$ cat src/rtl/cor_pkg.sv
// Shared constants for the circle octant rasterizer.
// No dependencies; every other file in rtl/ imports this package.
package cor_pkg;

    localparam int COORD_BITS_DEF  = 10;
    localparam int COLOR_BITS      = 4;
    localparam int QUEUE_DEPTH     = 2;
    localparam int PIXELS_PER_STEP = 8;
    localparam int PIX_IDX_BITS    = $clog2(PIXELS_PER_STEP);

    localparam logic MODE_START = 1'b0;
    localparam logic MODE_STEP  = 1'b1;

    // Midpoint decision constants.
    localparam int DEC_INIT   = 3;
    localparam int DEC_INC_X  = 6;
    localparam int DEC_INC_XY = 10;

endpackage

$ cat src/rtl/cor_front.sv
// Front end: takes requests, keeps the circle state and the midpoint decision,
// and queues one descriptor per step. Depends on cor_pkg.
module cor_front #(
    parameter int COORD_BITS = cor_pkg::COORD_BITS_DEF,
    parameter int ENTRY_W    = 4 * COORD_BITS + 2 + cor_pkg::COLOR_BITS + 1
) (
    input  logic                          i_clk,
    input  logic                          i_rst_n,
    input  logic                          i_push,
    input  logic                          i_mode,
    input  logic [COORD_BITS-1:0]         i_center_x,
    input  logic [COORD_BITS-1:0]         i_center_y,
    input  logic [COORD_BITS-1:0]         i_radius,
    input  logic [cor_pkg::COLOR_BITS-1:0] i_color,
    input  logic                          i_q_full,
    output logic                          o_q_push,
    output logic [ENTRY_W-1:0]            o_q_data
);
    import cor_pkg::*;

    localparam int OFF_W = COORD_BITS + 1;
    localparam int DEC_W = COORD_BITS + 6;

    logic                  r_active;
    logic [COORD_BITS-1:0] r_cx;
    logic [COORD_BITS-1:0] r_cy;
    logic [COLOR_BITS-1:0] r_color;
    logic [OFF_W-1:0]      r_a;
    logic [OFF_W-1:0]      r_b;
    logic [DEC_W-1:0]      r_dec;

    logic             accept;
    logic             do_step;
    logic [DEC_W-1:0] a_dec;
    logic [DEC_W-1:0] b_dec;
    logic [DEC_W-1:0] r_ext;
    logic [DEC_W-1:0] n_dec_step;
    logic [DEC_W-1:0] n_dec_start;
    logic [OFF_W-1:0] n_a_step;
    logic [OFF_W-1:0] n_b_step;
    logic             step_done;

    assign accept  = i_push && !i_q_full;
    assign do_step = accept && (i_mode == MODE_STEP) && r_active;

    assign a_dec = {{(DEC_W-OFF_W){r_a[OFF_W-1]}}, r_a};
    assign b_dec = {{(DEC_W-OFF_W){r_b[OFF_W-1]}}, r_b};
    assign r_ext = {{(DEC_W-COORD_BITS){1'b0}}, i_radius};

    always_comb begin
        if (r_dec[DEC_W-1]) begin
            n_dec_step = r_dec + (a_dec << 2) + DEC_W'(DEC_INC_X);
            n_b_step   = r_b;
        end else begin
            n_dec_step = r_dec + ((a_dec - b_dec) << 2) + DEC_W'(DEC_INC_XY);
            n_b_step   = r_b - OFF_W'(1);
        end
        n_a_step    = r_a + OFF_W'(1);
        n_dec_start = DEC_W'(DEC_INIT) - (r_ext << 1);
    end

    assign step_done = $signed(n_a_step) > $signed(n_b_step);

    // Descriptor carries the pre-update offsets.
    assign o_q_push = do_step;
    assign o_q_data = {r_cx, r_cy, r_a, r_b, r_color, step_done};

    always_ff @(posedge i_clk) begin
        if (!i_rst_n) begin
            r_active <= 1'b0;
            r_cx     <= '0;
            r_cy     <= '0;
            r_color  <= '0;
            r_a      <= '0;
            r_b      <= '0;
            r_dec    <= '0;
        end else if (accept && (i_mode == MODE_START)) begin
            r_active <= 1'b1;
            r_cx     <= i_center_x;
            r_cy     <= i_center_y;
            r_color  <= i_color;
            r_a      <= '0;
            r_b      <= {1'b0, i_radius};
            r_dec    <= n_dec_start;
        end else if (do_step) begin
            r_active <= !step_done;
            r_a      <= n_a_step;
            r_b      <= n_b_step;
            r_dec    <= n_dec_step;
        end
    end

endmodule

$ cat src/rtl/cor_queue.sv
// Short register queue between the front end and the pixel emitter.
// Depends on cor_pkg.
module cor_queue #(
    parameter int WIDTH = 8,
    parameter int DEPTH = cor_pkg::QUEUE_DEPTH
) (
    input  logic             i_clk,
    input  logic             i_rst_n,
    input  logic             i_push,
    input  logic [WIDTH-1:0] i_data,
    input  logic             i_pop,
    output logic             o_full,
    output logic             o_valid,
    output logic [WIDTH-1:0] o_data
);
    import cor_pkg::*;

    localparam int PW = (DEPTH > 1) ? $clog2(DEPTH) : 1;
    localparam int CW = $clog2(DEPTH + 1);

    logic [WIDTH-1:0] r_mem [DEPTH];
    logic [PW-1:0]    r_wr_ptr;
    logic [PW-1:0]    r_rd_ptr;
    logic [CW-1:0]    r_count;

    logic do_push;
    logic do_pop;

    assign o_full  = (r_count == CW'(DEPTH));
    assign o_valid = (r_count != '0);
    assign o_data  = r_mem[r_rd_ptr];
    assign do_push = i_push && !o_full;
    assign do_pop  = i_pop && o_valid;

    always_ff @(posedge i_clk) begin
        if (do_push) begin
            r_mem[r_wr_ptr] <= i_data;
        end
    end

    always_ff @(posedge i_clk) begin
        if (!i_rst_n) begin
            r_wr_ptr <= '0;
            r_rd_ptr <= '0;
            r_count  <= '0;
        end else begin
            if (do_push) begin
                r_wr_ptr <= (r_wr_ptr == PW'(DEPTH - 1)) ? '0 : r_wr_ptr + PW'(1);
            end
            if (do_pop) begin
                r_rd_ptr <= (r_rd_ptr == PW'(DEPTH - 1)) ? '0 : r_rd_ptr + PW'(1);
            end
            if (do_push && !do_pop) begin
                r_count <= r_count + CW'(1);
            end else if (do_pop && !do_push) begin
                r_count <= r_count - CW'(1);
            end
        end
    end

`ifndef SYNTHESIS
    a_count_bound: assert property (@(posedge i_clk) disable iff (!i_rst_n)
        r_count <= CW'(DEPTH))
        else $error("queue count above depth");
    a_count_up: assert property (@(posedge i_clk) disable iff (!i_rst_n)
        (do_push && !do_pop) |=> (r_count == $past(r_count) + CW'(1)))
        else $error("queue count missed a push");
    a_ptr_gap: assert property (@(posedge i_clk) disable iff (!i_rst_n)
        (r_count == '0) |-> (r_wr_ptr == r_rd_ptr))
        else $error("queue pointers disagree while empty");
`endif

endmodule

$ cat src/rtl/cor_back.sv
// Back end: expands one step descriptor into eight symmetric pixels, one
// per cycle into an output register unless it holds an unpopped pixel. Depends on cor_pkg.
module cor_back #(
    parameter int COORD_BITS = cor_pkg::COORD_BITS_DEF,
    parameter int ENTRY_W    = 4 * COORD_BITS + 2 + cor_pkg::COLOR_BITS + 1
) (
    input  logic                           i_clk,
    input  logic                           i_rst_n,
    input  logic                           i_q_valid,
    input  logic [ENTRY_W-1:0]             i_q_data,
    output logic                           o_q_pop,
    input  logic                           i_pop,
    output logic                           o_empty,
    output logic [COORD_BITS+1:0]          o_pixel_x,
    output logic [COORD_BITS+1:0]          o_pixel_y,
    output logic [cor_pkg::COLOR_BITS-1:0] o_pixel_color,
    output logic                           o_last_of_step,
    output logic                           o_circle_done
);
    import cor_pkg::*;

    localparam int OFF_W = COORD_BITS + 1;
    localparam int PIX_W = COORD_BITS + 2;
    localparam logic [PIX_IDX_BITS-1:0] K_LAST = PIX_IDX_BITS'(PIXELS_PER_STEP - 1);

    logic                    r_busy;
    logic [PIX_IDX_BITS-1:0] r_k;
    logic [COORD_BITS-1:0]   r_cx;
    logic [COORD_BITS-1:0]   r_cy;
    logic [OFF_W-1:0]        r_a;
    logic [OFF_W-1:0]        r_b;
    logic [COLOR_BITS-1:0]   r_color;
    logic                    r_done;

    logic                  r_out_valid;
    logic [PIX_W-1:0]      r_px;
    logic [PIX_W-1:0]      r_py;
    logic [COLOR_BITS-1:0] r_pcol;
    logic                  r_plast;
    logic                  r_pdone;

    logic             load_out;
    logic             step_end;
    logic             take;
    logic [PIX_W-1:0] cx_ext;
    logic [PIX_W-1:0] cy_ext;
    logic [PIX_W-1:0] a_ext;
    logic [PIX_W-1:0] b_ext;
    logic [PIX_W-1:0] sel_x;
    logic [PIX_W-1:0] sel_y;
    logic [PIX_W-1:0] n_px;
    logic [PIX_W-1:0] n_py;

    assign load_out = r_busy && (!r_out_valid || i_pop);
    assign step_end = load_out && (r_k == K_LAST);
    assign take     = i_q_valid && (!r_busy || step_end);
    assign o_q_pop  = take;

    assign cx_ext = {2'b00, r_cx};
    assign cy_ext = {2'b00, r_cy};
    assign a_ext  = {r_a[OFF_W-1], r_a};
    assign b_ext  = {r_b[OFF_W-1], r_b};

    // Index bit 0 swaps the offsets, bit 1 mirrors x, bit 2 mirrors y.
    always_comb begin
        sel_x = r_k[0] ? b_ext : a_ext;
        sel_y = r_k[0] ? a_ext : b_ext;
        n_px  = r_k[1] ? (cx_ext - sel_x) : (cx_ext + sel_x);
        n_py  = r_k[2] ? (cy_ext + sel_y) : (cy_ext - sel_y);
    end

    always_ff @(posedge i_clk) begin
        if (take) begin
            {r_cx, r_cy, r_a, r_b, r_color, r_done} <= i_q_data;
        end
        if (load_out) begin
            r_px    <= n_px;
            r_py    <= n_py;
            r_pcol  <= r_color;
            r_plast <= (r_k == K_LAST);
            r_pdone <= (r_k == K_LAST) && r_done;
        end
    end

    always_ff @(posedge i_clk) begin
        if (!i_rst_n) begin
            r_busy      <= 1'b0;
            r_k         <= '0;
            r_out_valid <= 1'b0;
        end else begin
            if (take) begin
                r_busy <= 1'b1;
            end else if (step_end) begin
                r_busy <= 1'b0;
            end
            if (load_out) begin
                r_k <= (r_k == K_LAST) ? '0 : r_k + PIX_IDX_BITS'(1);
            end
            if (load_out) begin
                r_out_valid <= 1'b1;
            end else if (i_pop) begin
                r_out_valid <= 1'b0;
            end
        end
    end

    assign o_empty        = !r_out_valid;
    assign o_pixel_x      = r_px;
    assign o_pixel_y      = r_py;
    assign o_pixel_color  = r_pcol;
    assign o_last_of_step = r_plast;
    assign o_circle_done  = r_pdone;

`ifndef SYNTHESIS
    a_idle_index: assert property (@(posedge i_clk) disable iff (!i_rst_n)
        !r_busy |-> (r_k == '0))
        else $error("pixel index not parked while idle");
    a_wrap_index: assert property (@(posedge i_clk) disable iff (!i_rst_n)
        step_end |=> (r_k == '0))
        else $error("pixel index did not wrap after the eighth pixel");
    a_done_last: assert property (@(posedge i_clk) disable iff (!i_rst_n)
        (r_out_valid && r_pdone) |-> r_plast)
        else $error("circle done outside the last pixel of a step");
    a_take_free: assert property (@(posedge i_clk) disable iff (!i_rst_n)
        take |-> (!r_busy || (r_k == K_LAST)))
        else $error("descriptor taken mid-step");
`endif

endmodule

$ cat src/rtl/circle_octant_rasterizer.sv
// Circle octant rasterizer (midpoint scheme): start request latches a circle, step
// request yields eight pixels. A step's descriptor passes through the queue and the back
// end's descriptor registers to the output register. Start requests one per cycle while
// the queue has room; step requests queue while it has room, and the back end writes one
// pixel per cycle into the single output register while it is empty or being popped.
// Reset: synchronous, active low; clears the circle to idle and empties queue and output.
module circle_octant_rasterizer #(
    parameter int COORD_BITS = cor_pkg::COORD_BITS_DEF
) (
    input  logic                           i_clk,
    input  logic                           i_rst_n,
    input  logic                           i_push,
    output logic                           o_full,
    input  logic                           i_mode,
    input  logic [COORD_BITS-1:0]          i_center_x,
    input  logic [COORD_BITS-1:0]          i_center_y,
    input  logic [COORD_BITS-1:0]          i_radius,
    input  logic [cor_pkg::COLOR_BITS-1:0] i_color,
    input  logic                           i_pop,
    output logic                           o_empty,
    output logic [COORD_BITS+1:0]          o_pixel_x,
    output logic [COORD_BITS+1:0]          o_pixel_y,
    output logic [cor_pkg::COLOR_BITS-1:0] o_pixel_color,
    output logic                           o_last_of_step,
    output logic                           o_circle_done
);
    import cor_pkg::*;

    localparam int ENTRY_W = 4 * COORD_BITS + 2 + COLOR_BITS + 1;

    logic               q_push;
    logic               q_full;
    logic               q_valid;
    logic               q_pop;
    logic [ENTRY_W-1:0] q_wdata;
    logic [ENTRY_W-1:0] q_rdata;

    assign o_full = q_full;

    cor_front #(
        .COORD_BITS (COORD_BITS),
        .ENTRY_W    (ENTRY_W)
    ) u_front (
        .i_clk      (i_clk),
        .i_rst_n    (i_rst_n),
        .i_push     (i_push),
        .i_mode     (i_mode),
        .i_center_x (i_center_x),
        .i_center_y (i_center_y),
        .i_radius   (i_radius),
        .i_color    (i_color),
        .i_q_full   (q_full),
        .o_q_push   (q_push),
        .o_q_data   (q_wdata)
    );

    cor_queue #(
        .WIDTH (ENTRY_W),
        .DEPTH (QUEUE_DEPTH)
    ) u_queue (
        .i_clk   (i_clk),
        .i_rst_n (i_rst_n),
        .i_push  (q_push),
        .i_data  (q_wdata),
        .i_pop   (q_pop),
        .o_full  (q_full),
        .o_valid (q_valid),
        .o_data  (q_rdata)
    );

    cor_back #(
        .COORD_BITS (COORD_BITS),
        .ENTRY_W    (ENTRY_W)
    ) u_back (
        .i_clk          (i_clk),
        .i_rst_n        (i_rst_n),
        .i_q_valid      (q_valid),
        .i_q_data       (q_rdata),
        .o_q_pop        (q_pop),
        .i_pop          (i_pop),
        .o_empty        (o_empty),
        .o_pixel_x      (o_pixel_x),
        .o_pixel_y      (o_pixel_y),
        .o_pixel_color  (o_pixel_color),
        .o_last_of_step (o_last_of_step),
        .o_circle_done  (o_circle_done)
    );

endmodule
$ cat config.mk
export PLATFORM = sky130hd
export DESIGN_NAME = circle_octant_rasterizer
export DESIGN_NICKNAME = d
export VERILOG_FILES = /design/src/rtl/cor_pkg.sv /design/src/rtl/cor_front.sv /design/src/rtl/cor_queue.sv /design/src/rtl/cor_back.sv /design/src/rtl/circle_octant_rasterizer.sv
export SDC_FILE = /design/constraint.sdc
export NUM_CORES = 1
export LEC_CHECK = 0
export BUFFER_PORTS_ARGS = -buffer_cell sky130_fd_sc_hd__buf_2
export CORE_ASPECT_RATIO = 2
export CORE_MARGIN = 5
export CORE_UTILIZATION = 35
export DETAILED_ROUTE_END_ITERATION = 7
export GPL_ROUTABILITY_DRIVEN = 0
export PLACE_DENSITY = 0.51
export REMOVE_ABC_BUFFERS = 1
export SYNTH_ARGS = -nofsm -noshare
export SYNTH_HDL_FRONTEND = slang
export SYNTH_SLANG_ARGS = --single-unit
$ cat constraint.sdc
create_clock -name i_clk -period 3.7 [get_ports i_clk]
set_input_delay 0.37 -clock i_clk [delete_from_list [all_inputs] [get_ports i_clk]]
set_output_delay 0.37 -clock i_clk [all_outputs]
set_load 0.01 [all_outputs]
After elaboration in Yosys (flattened, before gate mapping)
Memories as Yosys holds them, arrays and structs flattened. A register that Yosys moved wholly into a read port is not among the register bits.
Cells that the tools add are included.
- logic and storage cells: 91
- flip-flop bits (word level): 102
- output and inout port bits: 32
- memory bits (writable): 94
- memories: 1
- bits of input ports: 39
- equality and inequality tests: 2
- mux-type cells: 23
- reduce and logical (&&, ||, !) cells: 26
- $lt $le $gt $ge: 1
- add/subtract/negate cells: 17
- bitwise gates (word level): 2
- memory list (name ; words ; bits a word ; rd ports ; clocked after Yosys merged registers in ; write ports ; RTL line ; text):
    u_queue.r_mem ; 2 ; 47 ; 1 ; 1 ; 1 ; cor_queue.sv:21 ; logic [WIDTH-1:0] r_mem [DEPTH];
- operators by type and width (cell ; count):
    12-bit two-way mux ; 4
    16-bit two-way mux ; 3
    16-bit adder ; 2
    10-bit by 12-bit adder with 12-bit output ; 2
    10-bit by 12-bit subtractor with 12-bit output ; 2
    10-bit two-way mux ; 2
    16-bit by 3-bit adder with 16-bit output, second input constant ; 1
    16-bit by 4-bit adder with 16-bit output, second input constant ; 1
    1-bit logical AND ; 12
    11-bit by 11-bit subtractor with 12-bit output ; 1
    2-bit by 11-bit subtractor with 12-bit output, first input constant ; 1
    11-bit by 1-bit adder with 11-bit output, second input constant ; 1
    11-bit > comparator ; 1
    11-bit two-way mux ; 1
    11-bit by 1-bit subtractor with 11-bit output, second input constant ; 1
    1-bit two-way mux ; 10
    2-bit nonzero test ; 5
    1-bit logical NOT ; 6
    2-bit two-way mux ; 2
    3-bit by 1-bit adder with 3-bit output, second input constant ; 1
    3-bit equality test, second input constant ; 1
    3-bit two-way mux ; 1
    1-bit adder, second input constant ; 2
    2-bit by 1-bit adder with 2-bit output, second input constant ; 1
    5 further kinds ; 7

Logic depth before layout (Yosys ltp)
Gate-level depths: netlist (run 1).
- depth after elaboration: 10
- gate-level depth with buffers: 19
- gate-level depth less buffers: 19

Hierarchy
From an unflattened synthesis (run 1), not the netlist that was laid out.
- cells, all modules: 1172
- area total of the unflattened synthesis: 13143.9 um2
- modules (own cells, without submodules) (module ; seq. area each (um2) ; cells an instance ; area each (um2) ; instances):
    cor_front ; 1241.2 ; 648 ; 5207.5 ; 1
    cor_back ; 2412.3 ; 353 ; 4312.9 ; 1
    cor_queue ; 2922.8 ; 171 ; 3623.5 ; 1

Least setup slack after synthesis (run 1)
Ideal clock, no wire load.
- kind: reg2reg
- from: register u_front.r_b[0]
- to: register u_front.r_dec[14]
- cell stages (with the launch flop): 18
- slack: -0.272 ns
- required time: 3.581 ns
- arrival time: 3.853 ns
- path through: dfxtp_1 -> ha_1 -> inv_1 -> fa_1 -> a21o_1 -> a21oi_1 -> o21bai_1 -> a21oi_1 -> xnor2_1 -> ha_1 -> ha_1 -> or3_1 -> or2_2 -> o22ai_2 -> o21ai_0 -> a2111oi_0 -> a31oi_1 -> o221a_2
- longest elaborated chain between the ends: 6
- ends and longest elaborated chain (item ; RTL line ; text):
    start: declaration ; cor_front.sv:29 ; logic [OFF_W-1:0] r_b;
    start signal: assignment ; cor_front.sv:83 ; r_b <= {1'b0, i_radius};
    start signal: assignment ; cor_front.sv:88 ; r_b <= n_b_step;
    11-bit by 11-bit subtractor with 12-bit output ; cor_front.sv:55 ; n_dec_step = r_dec + ((a_dec - b_dec) << 2) + DEC_W'(DEC_INC_XY);
    16-bit adder ; cor_front.sv:55 ;
    16-bit by 4-bit adder with 16-bit output ; cor_front.sv:55 ;
    16-bit two-way mux ; cor_front.sv:51 ; if (r_dec[DEC_W-1]) begin
    16-bit two-way mux ; cor_front.sv:85 ; end else if (do_step) begin
    16-bit two-way mux ; cor_front.sv:77 ; end else if (accept && (i_mode == MODE_START)) begin
    end signal: assignment ; cor_front.sv:84 ; r_dec <= n_dec_start;
    end signal: assignment ; cor_front.sv:89 ; r_dec <= n_dec_step;
    end: declaration ; cor_front.sv:30 ; logic [DEC_W-1:0] r_dec;
No other way between the ends. The select of a mux whose other input is x is not followed.
A chain may end at the register's enable or synchronous reset.

Worst setup path after layout (run 1)
- from: register u_front.r_a[0]
- to: register u_front.r_dec[14]
- longest elaborated chain between the ends: 6
- ends and longest elaborated chain (item ; RTL line ; text):
    start: declaration ; cor_front.sv:28 ; logic [OFF_W-1:0] r_a;
    start signal: assignment ; cor_front.sv:87 ; r_a <= n_a_step;
    11-bit by 11-bit subtractor with 12-bit output ; cor_front.sv:55 ;
    16-bit adder ; cor_front.sv:55 ;
    16-bit by 4-bit adder with 16-bit output ; cor_front.sv:55 ;
    16-bit two-way mux * ; cor_front.sv:51 ;
    16-bit two-way mux * ; cor_front.sv:85 ;
    16-bit two-way mux * ; cor_front.sv:77 ;
Mark *: on every way between the ends. The rest lies on a longest branch, timed or not. The select of a mux whose other input is x is not followed.

==> implementation parameters, run 1 <==
Parameter                              Value

Critical path
  Nature of the critical path endpoint    flip-flop
  Data required time at the worst endpoint    4.12 ns
  Number of buffers and inverters on the critical path    4
  Cell with the largest stage delay on the worst path    sky130_fd_sc_hd__fa_2
  Cells along the critical path    inv_2 -> ha_4 -> inv_2 -> fa_2 -> a21o_1 -> a21oi_2 -> buf_4 -> buf_4 -> xnor2_1 -> ha_1 -> ha_1 -> or3_4 -> or2_4 -> o22ai_4 -> o21ai_4 -> a2111oi_4 -> a31oi_1 -> o221a_2
  Type of the worst setup path    reg2reg
  Kind of cell with the highest combined delay on the critical path    compound AO/OA/AOI/OAI gates
  Arrival time reported for the critical path endpoint    between 4 and 5 ns
  Largest stage delay on the critical path    just under 0.4 ns
  Crit path max fanout    2
  Startpoint Class    flip-flop

Clock tree
  Cell chosen for the clock root    sky130_fd_sc_hd__clkbuf_16
  Clk Latency, worst-skew pair    approximately 0.52 ns
  TritonCTS clock tree    yes
  Maximum count of clock buffers along a single path    3
  Clock transition time at the flip-flop clock pins of the worst setup and hold paths    around 0.070 ns
  TritonCTS Sinks    242
  TritonCTS buffer count    23
  CTS HTree Levels    1

Route
  Number of detailed-routing iterations run before antenna repair    7
  Initial DRC count    352
  Drt total wl    around 33 mm
  Post-route antenna net violation count    0
  Routed via count    between 9000 and 10000
  DR vias/cell    around 5.2
  Total DRC errors in the routed layout    0
  Detailed-route wire length per cell    ~19 um

Logic synthesis
  Gate count of the mapped netlist    1147
  Count of yosys warnings during synthesis    0
  Synth top area share    0.399
  Synth async-reset ratio    0
  Ranking of synthesized cells by area    sky130_fd_sc_hd__edfxtp_1, sky130_fd_sc_hd__dfxtp_1, sky130_fd_sc_hd__ha_1
  Post-synth top area cell    sky130_fd_sc_hd__edfxtp_1
  Adder and majority gate portion of the synthesized area    0.107
  Syn avg cell area    roughly 11 um^2
  Dominant combinational cell family by area after synthesis    compound AO/OA/AOI/OAI gates
  Sequential fraction of the synthesis area    0.509
  Netlist area before placement    12900 um^2
  Top_reg_cell synth    sky130_fd_sc_hd__edfxtp_1
  Count of distinct cell types in the synthesized netlist    66
  Complex-gate fraction of the synthesized area    0.119
  Mux contribution to synthesized area    0.0618
  Post-synthesis simple-gate area fraction    0.106
  Flops & latches, synth    242
  Xor/xnor share of the synthesized area    0.0707
  EDFF count, synth    about 170

GRT
  Global-route usage over all layers    0.162
  Overflow left after global routing    0
  Initial antenna violation count    1
  Number of global-route vias before repair    approximately 9700
  Global-route wire length before repair    52.5 mm
  Pin count of the biggest net entering global routing    just under 50

Finish
  Utilization of the core after routing    0.425
  Final instance area    ~15000 um^2
  Share of post-route cells with drive strength above 1    0.242
  Post-layout net count    about 1500
  Area Growth Syn to Fin    20.1%
  Most frequent cells in the layout    sky130_fd_sc_hd__edfxtp_1, sky130_fd_sc_hd__ha_1, sky130_fd_sc_hd__buf_4
  Most common library cell in the layout ignoring fill and taps    sky130_fd_sc_hd__edfxtp_1
  Number of inserted diodes    0

Run status
  Result of the run    finished with violations
  Failing checks    negative setup slack

STA
  Final Hold Viols    0
  Normalized max-slew margin    0.222
  Period utilisation layout    1.02
  Worst Max-Slew Pin Slew    roughly 1.2 ns
  Post-Route Hold Slack    ~0.09 ns
  Worst clock skew    around 0.016 ns
  FMAX    around 260 MHz
  RSZ-0062 raised after global routing    true
  Final setup violation count    2
  Number of max-slew violations in the final report    0
  Min Tclk post-route    3.78 ns
  Post-layout worst setup margin    -0.0793 ns
  Total negative setup slack    -0.101 ns

Power and ir drop
  Cell Pwr Density    722 nW/um^2
  Max rail drop VDD    around 0.41 mV
  Leakage    a little over 0.006 uW

Floorplanning
  Top Ports    71
  Number of cell rows    99
  Core region area    ~36000 um^2
  X dimension of the die    roughly 150 um
  Die Footprint    41000 um^2
  Initial core utilization    0.354
  Floorplan die height    between 200 and 300 um

Min path
  Hold WC Path Type    in2reg

Run
  Maximum Capacitance Violations    0

Place
  Detailed Place HPWL    ~25 mm
  Cell Area, Placed    approximately 14000 um^2
  Number of port buffers    70
[tightest hold or removal path, cell delays in order]
cell	delay (ns)
sky130_fd_sc_hd__buf_2	0.10
sky130_fd_sc_hd__nand2_1	0.04
sky130_fd_sc_hd__a21oi_1	0.05
[layer usage]
metal	wire, um	part of all wire	up-vias	global-route usage
met5	13	0.00039	-	0
met4	1970	0.059	2	0.0922
met3	905	0.027	89	0.0160
met2	19800	0.59	175	0.343
met1	10700	0.32	4402	0.143
li1	-	-	4504	-
[power by group]
group          leakage (uW)  internal, uW  switching (uW)  total [uW]
clock              0.000355          1320            1050        2370
combinational       0.00352          2220            2650        4860
sequential          0.00216          3620             311        3930
[per-stage QoR]
stage,instances,setup WS [ns],total power (uW)
2_1_floorplan,1110,-1.40,7000
5_1_grt,1774,-0.234,12000
3_3_place_gp,1726,-0.601,8500
6_report,1774,-0.0793,11200
3_5_place_dp,1726,-0.660,8590
4_1_cts,1772,-0.125,11300
[worst paths after layout]
path	start	endpoint	slack, ns	depth (start not counted)
setup / recovery	u_front.r_a[0]	u_front.r_dec[14]	-0.08	18
hold / removal	i_center_y[1]	u_front.r_cy[1]	0.09	3
setup reg to reg	u_front.r_a[0]	u_front.r_dec[14]	-0.08	18
hold reg to reg	u_back.r_color[1]	u_back.o_pixel_color[1]	0.42	0
[registers in the layout, indices dropped and copies added (netlist names), 2 cells and up]
signal	count
u_back.r_color	4
u_back.r_k	3
u_queue.r_count	2
u_back.o_pixel_color	4
u_front.r_cx	10
u_front.r_color	4
u_front.r_cy	10
u_back.o_pixel_y	12
u_queue.r_mem	94
u_back.r_b	11
u_front.r_dec	15
u_back.r_cx	10
u_back.o_pixel_x	12
u_back.r_cy	10
u_front.r_b	11
u_front.r_a	11
u_back.r_a	11
[area by class of cell]
class	instances	area [um^2]
clock buffer	27	601
clock inverter	14	145
fill	3563	21000
inverter	53	199
multi-input combinational	815	6250
sequential	242	6560
tap	454	568
timing repair buffer	169	1140
[cells by family (layout without fill, tap and decap cells)]
family | count (synthesis) | after routing
buf+inv | 90 | 263
xor+xnor | 104 | 104
compound gates | 239 | 239
mux | 73 | 73
fa+ha+maj | 107 | 107
flops | 242 | 242
simple gates | 292 | 292
[timing repair]
item                                    CTS  global route
buffers inserted                          6             2
endpoints found under the hold margin     0             0
hold buffers                              0             0
resized for setup                        46             6
pin swaps                                35            11
endpoints found under the setup margin    9            11
[Yosys cell counts (10+ instances only)]
cell	instances
sky130_fd_sc_hd__nor3_1	25
sky130_fd_sc_hd__nor2_1	90
sky130_fd_sc_hd__a21o_1	16
sky130_fd_sc_hd__mux2i_1	21
sky130_fd_sc_hd__clkbuf_1	23
sky130_fd_sc_hd__a31oi_1	13
sky130_fd_sc_hd__inv_1	51
sky130_fd_sc_hd__edfxtp_1	171
sky130_fd_sc_hd__mux2_2	52
sky130_fd_sc_hd__dfxtp_1	71
sky130_fd_sc_hd__o21a_1	10
sky130_fd_sc_hd__a211oi_1	11
sky130_fd_sc_hd__nand2b_1	13
sky130_fd_sc_hd__xor2_1	43
sky130_fd_sc_hd__o21ai_0	39
sky130_fd_sc_hd__ha_1	102
sky130_fd_sc_hd__a21oi_1	90
sky130_fd_sc_hd__xnor2_1	61
sky130_fd_sc_hd__nand2_1	93
sky130_fd_sc_hd__nand3_1	13
(Power assumes the default switching activity.)
==> inputs of run 2 (changes only) <==
--- a/config.mk
+++ b/config.mk
@@ -8,10 +8,11 @@
 export BUFFER_PORTS_ARGS = -buffer_cell sky130_fd_sc_hd__buf_2
 export CORE_ASPECT_RATIO = 2
 export CORE_MARGIN = 5
-export CORE_UTILIZATION = 35
+export CORE_UTILIZATION = 56
 export DETAILED_ROUTE_END_ITERATION = 7
 export GPL_ROUTABILITY_DRIVEN = 0
-export PLACE_DENSITY = 0.51
+export PLACE_DENSITY = 0.76
+export RECOVER_POWER = 50
 export REMOVE_ABC_BUFFERS = 1
 export SYNTH_ARGS = -nofsm -noshare
 export SYNTH_HDL_FRONTEND = slang
==> run 2 against run 1 <==
  * The flow finishes with violations (max-capacitance violations, max-slew violations, negative setup slack)
  * Clock skew fell by 0.0016 ns
  * Sequential cell count did not move
  * Sequential power is essentially flat
  * Critical path type unchanged
  * Critical endpoint unchanged
==> implementation parameters, run 2 (synthesis results as in run 1) <==
Parameter                              Value

Run
  Maximum Capacitance Violations    2

Critical path
  Nature of the critical path endpoint    flip-flop
  Arrival time reported for the critical path endpoint    4.21 ns
  Startpoint Class    flip-flop
  Data required time at the worst endpoint    roughly 4 ns
  Crit path max fanout    2
  Type of the worst setup path    reg2reg

Route
  Total DRC errors in the routed layout    0
  Detailed-route wire length per cell    approximately 19 um
  Drt total wl    approximately 30 mm
  Number of detailed-routing iterations run before antenna repair    5
  Routed via count    between 9000 and 10000
  Post-route antenna net violation count    0
  DR vias/cell    5.85
  Initial DRC count    623

Floorplanning
  Initial core utilization    0.566
  Core region area    between 20000 and 25000 um^2
  Top Ports    just over 70
  Number of cell rows    78
  X dimension of the die    117 um
  Floorplan die height    224 um
  Die Footprint    26300 um^2

Finish
  Final instance area    between 10000 and 15000 um^2
  Number of inserted diodes    0
  Most common library cell in the layout ignoring fill and taps    sky130_fd_sc_hd__edfxtp_1
  Fill cell total of the finished layout    around 1800
  Number of flip-flops in the largest register    94
  Area Growth Syn to Fin    15.2%
  Largest registers    u_queue.r_mem (94), u_front.r_dec (15)
  Biggest register    u_queue.r_mem
  Most frequent cells in the layout    sky130_fd_sc_hd__edfxtp_1, sky130_fd_sc_hd__ha_1, sky130_fd_sc_hd__nand2_1
  Post-layout net count    ~1400
  Share of post-route cells with drive strength above 1    0.183

STA
  Period utilisation layout    1.03
  FMAX    263 MHz
  Number of max-slew violations in the final report    80
  RSZ-0062 raised after global routing    true
  Min Tclk post-route    between 3 and 4 ns
  Post-Route Hold Slack    a little over 0.09 ns
  Post-layout worst setup margin    -0.104 ns
  Final Hold Viols    0
  Worst clock skew    between 0.01 and 0.015 ns
  Final setup violation count    5
  Normalized max-slew margin    -0.474
  Worst Max-Slew Pin Slew    2.21 ns

Run status
  Failing checks    max-capacitance violations, max-slew violations, negative setup slack
  Result of the run    finished with violations

Clock tree
  Clock transition time at the flip-flop clock pins of the worst setup and hold paths    roughly 0.070 ns
  TritonCTS clock tree    yes
  TritonCTS buffer count    21
  Cell chosen for the clock root    sky130_fd_sc_hd__clkbuf_16
  TritonCTS Sinks    about 240
  Clk Latency, worst-skew pair    between 0.5 and 0.6 ns
  CTS HTree Levels    1
  Maximum count of clock buffers along a single path    3

GRT
  Number of global-route vias before repair    9697
  Pin count of the biggest net entering global routing    49
  Initial antenna violation count    0
  Global-route usage over all layers    0.232
  Overflow left after global routing    0
  Global-route wire length before repair    47.5 mm

Min path
  Hold WC Path Type    in2reg

Place
  Detailed Place HPWL    22.1 mm
  Number of port buffers    70
  Cell Area, Placed    around 14000 um^2
  Setup Slack @ Placement    -0.500 ns

Power and ir drop
  Max rail drop VDD    between 0.6 and 0.7 mV
  Leakage    between 0.005 and 0.006 uW
  Cell Pwr Density    roughly 730 nW/um^2
-- run 2: final cells by class --
type | count | area [um^2] | area share
Clock buffer | 26 | 597 | 0.0402
Clock inverter | 12 | 109 | 0.00734
Inverter | 53 | 199 | 0.0134
Multi-Input combinational cell | 815 | 6160 | 0.415
Sequential cell | 242 | 6560 | 0.442
Tap cell | 280 | 350 | 0.0236
Timing Repair Buffer | 150 | 858 | 0.0579
-- run 2: worst paths after layout --
| path | startpoint | slack (ns) | cells past startpoint | endpoint |
|---|---|---|---|---|
| worst max register to register | u_front.r_a[0] | -0.10 | 18 | u_front.r_dec[14] |
| worst min-delay path | i_center_x[2] | 0.09 | 3 | u_front.r_cx[2] |
| worst max-delay path | u_front.r_a[0] | -0.10 | 18 | u_front.r_dec[14] |
| worst min register to register | u_back.r_color[0] | 0.43 | 0 | u_back.o_pixel_color[0] |
-- run 2: report_power, final --
part,total (uW),internal (uW),switching [uW]
Clock,2250,1240,1010
Sequential,3940,3620,325
Combinational,4650,2120,2530
Total,10800,6980,3860
-- run 2: what timing repair did --
action,4_1_cts,5_1_grt
endpoints found under the setup margin,6,10
buffers inserted,5,1
resized for setup,30,16
pin swaps,21,24
hold buffers,0,0
-- run 2: routing by layer --
metal / up-vias / GRT usage / wire, um
li1: 4468 / - / -
met1: 4397 / 0.219 / 9700
met2: 236 / 0.449 / 16700
met3: 124 / 0.0215 / 1020
met4: 0 / 0.153 / 2220
met5: - / 0 / 0
-- run 2: stage by stage --
stage	power, uW	util	setup TNS (ns)	std cells
final	10800	0.652	-0.148	1578
after detailed placement	8420	0.616	-1.96	1535
after floorplan	7000	-	-40.06	1110
after CTS	10900	0.654	-0.207	1577
after global routing	11500	0.652	-1.42	1578
after global placement	8230	0.616	-1.40	1535
-- run 2: critical path, stage by stage, from the launching register on --
cell and delay (ns):
sky130_fd_sc_hd__dfxtp_2 0.33, sky130_fd_sc_hd__inv_2 0.07, sky130_fd_sc_hd__ha_4 0.14, sky130_fd_sc_hd__inv_2 0.04
sky130_fd_sc_hd__fa_2 0.34, sky130_fd_sc_hd__a21o_1 0.18, sky130_fd_sc_hd__a21oi_2 0.19, sky130_fd_sc_hd__o21bai_1 0.12
sky130_fd_sc_hd__a21oi_1 0.18, sky130_fd_sc_hd__xnor2_1 0.10, sky130_fd_sc_hd__ha_1 0.33, sky130_fd_sc_hd__ha_4 0.17
sky130_fd_sc_hd__or3_4 0.33, sky130_fd_sc_hd__or2_4 0.24, sky130_fd_sc_hd__o22ai_4 0.15, sky130_fd_sc_hd__o21ai_2 0.10
sky130_fd_sc_hd__a2111oi_2 0.35, sky130_fd_sc_hd__a31oi_1 0.08, sky130_fd_sc_hd__o221a_2 0.27
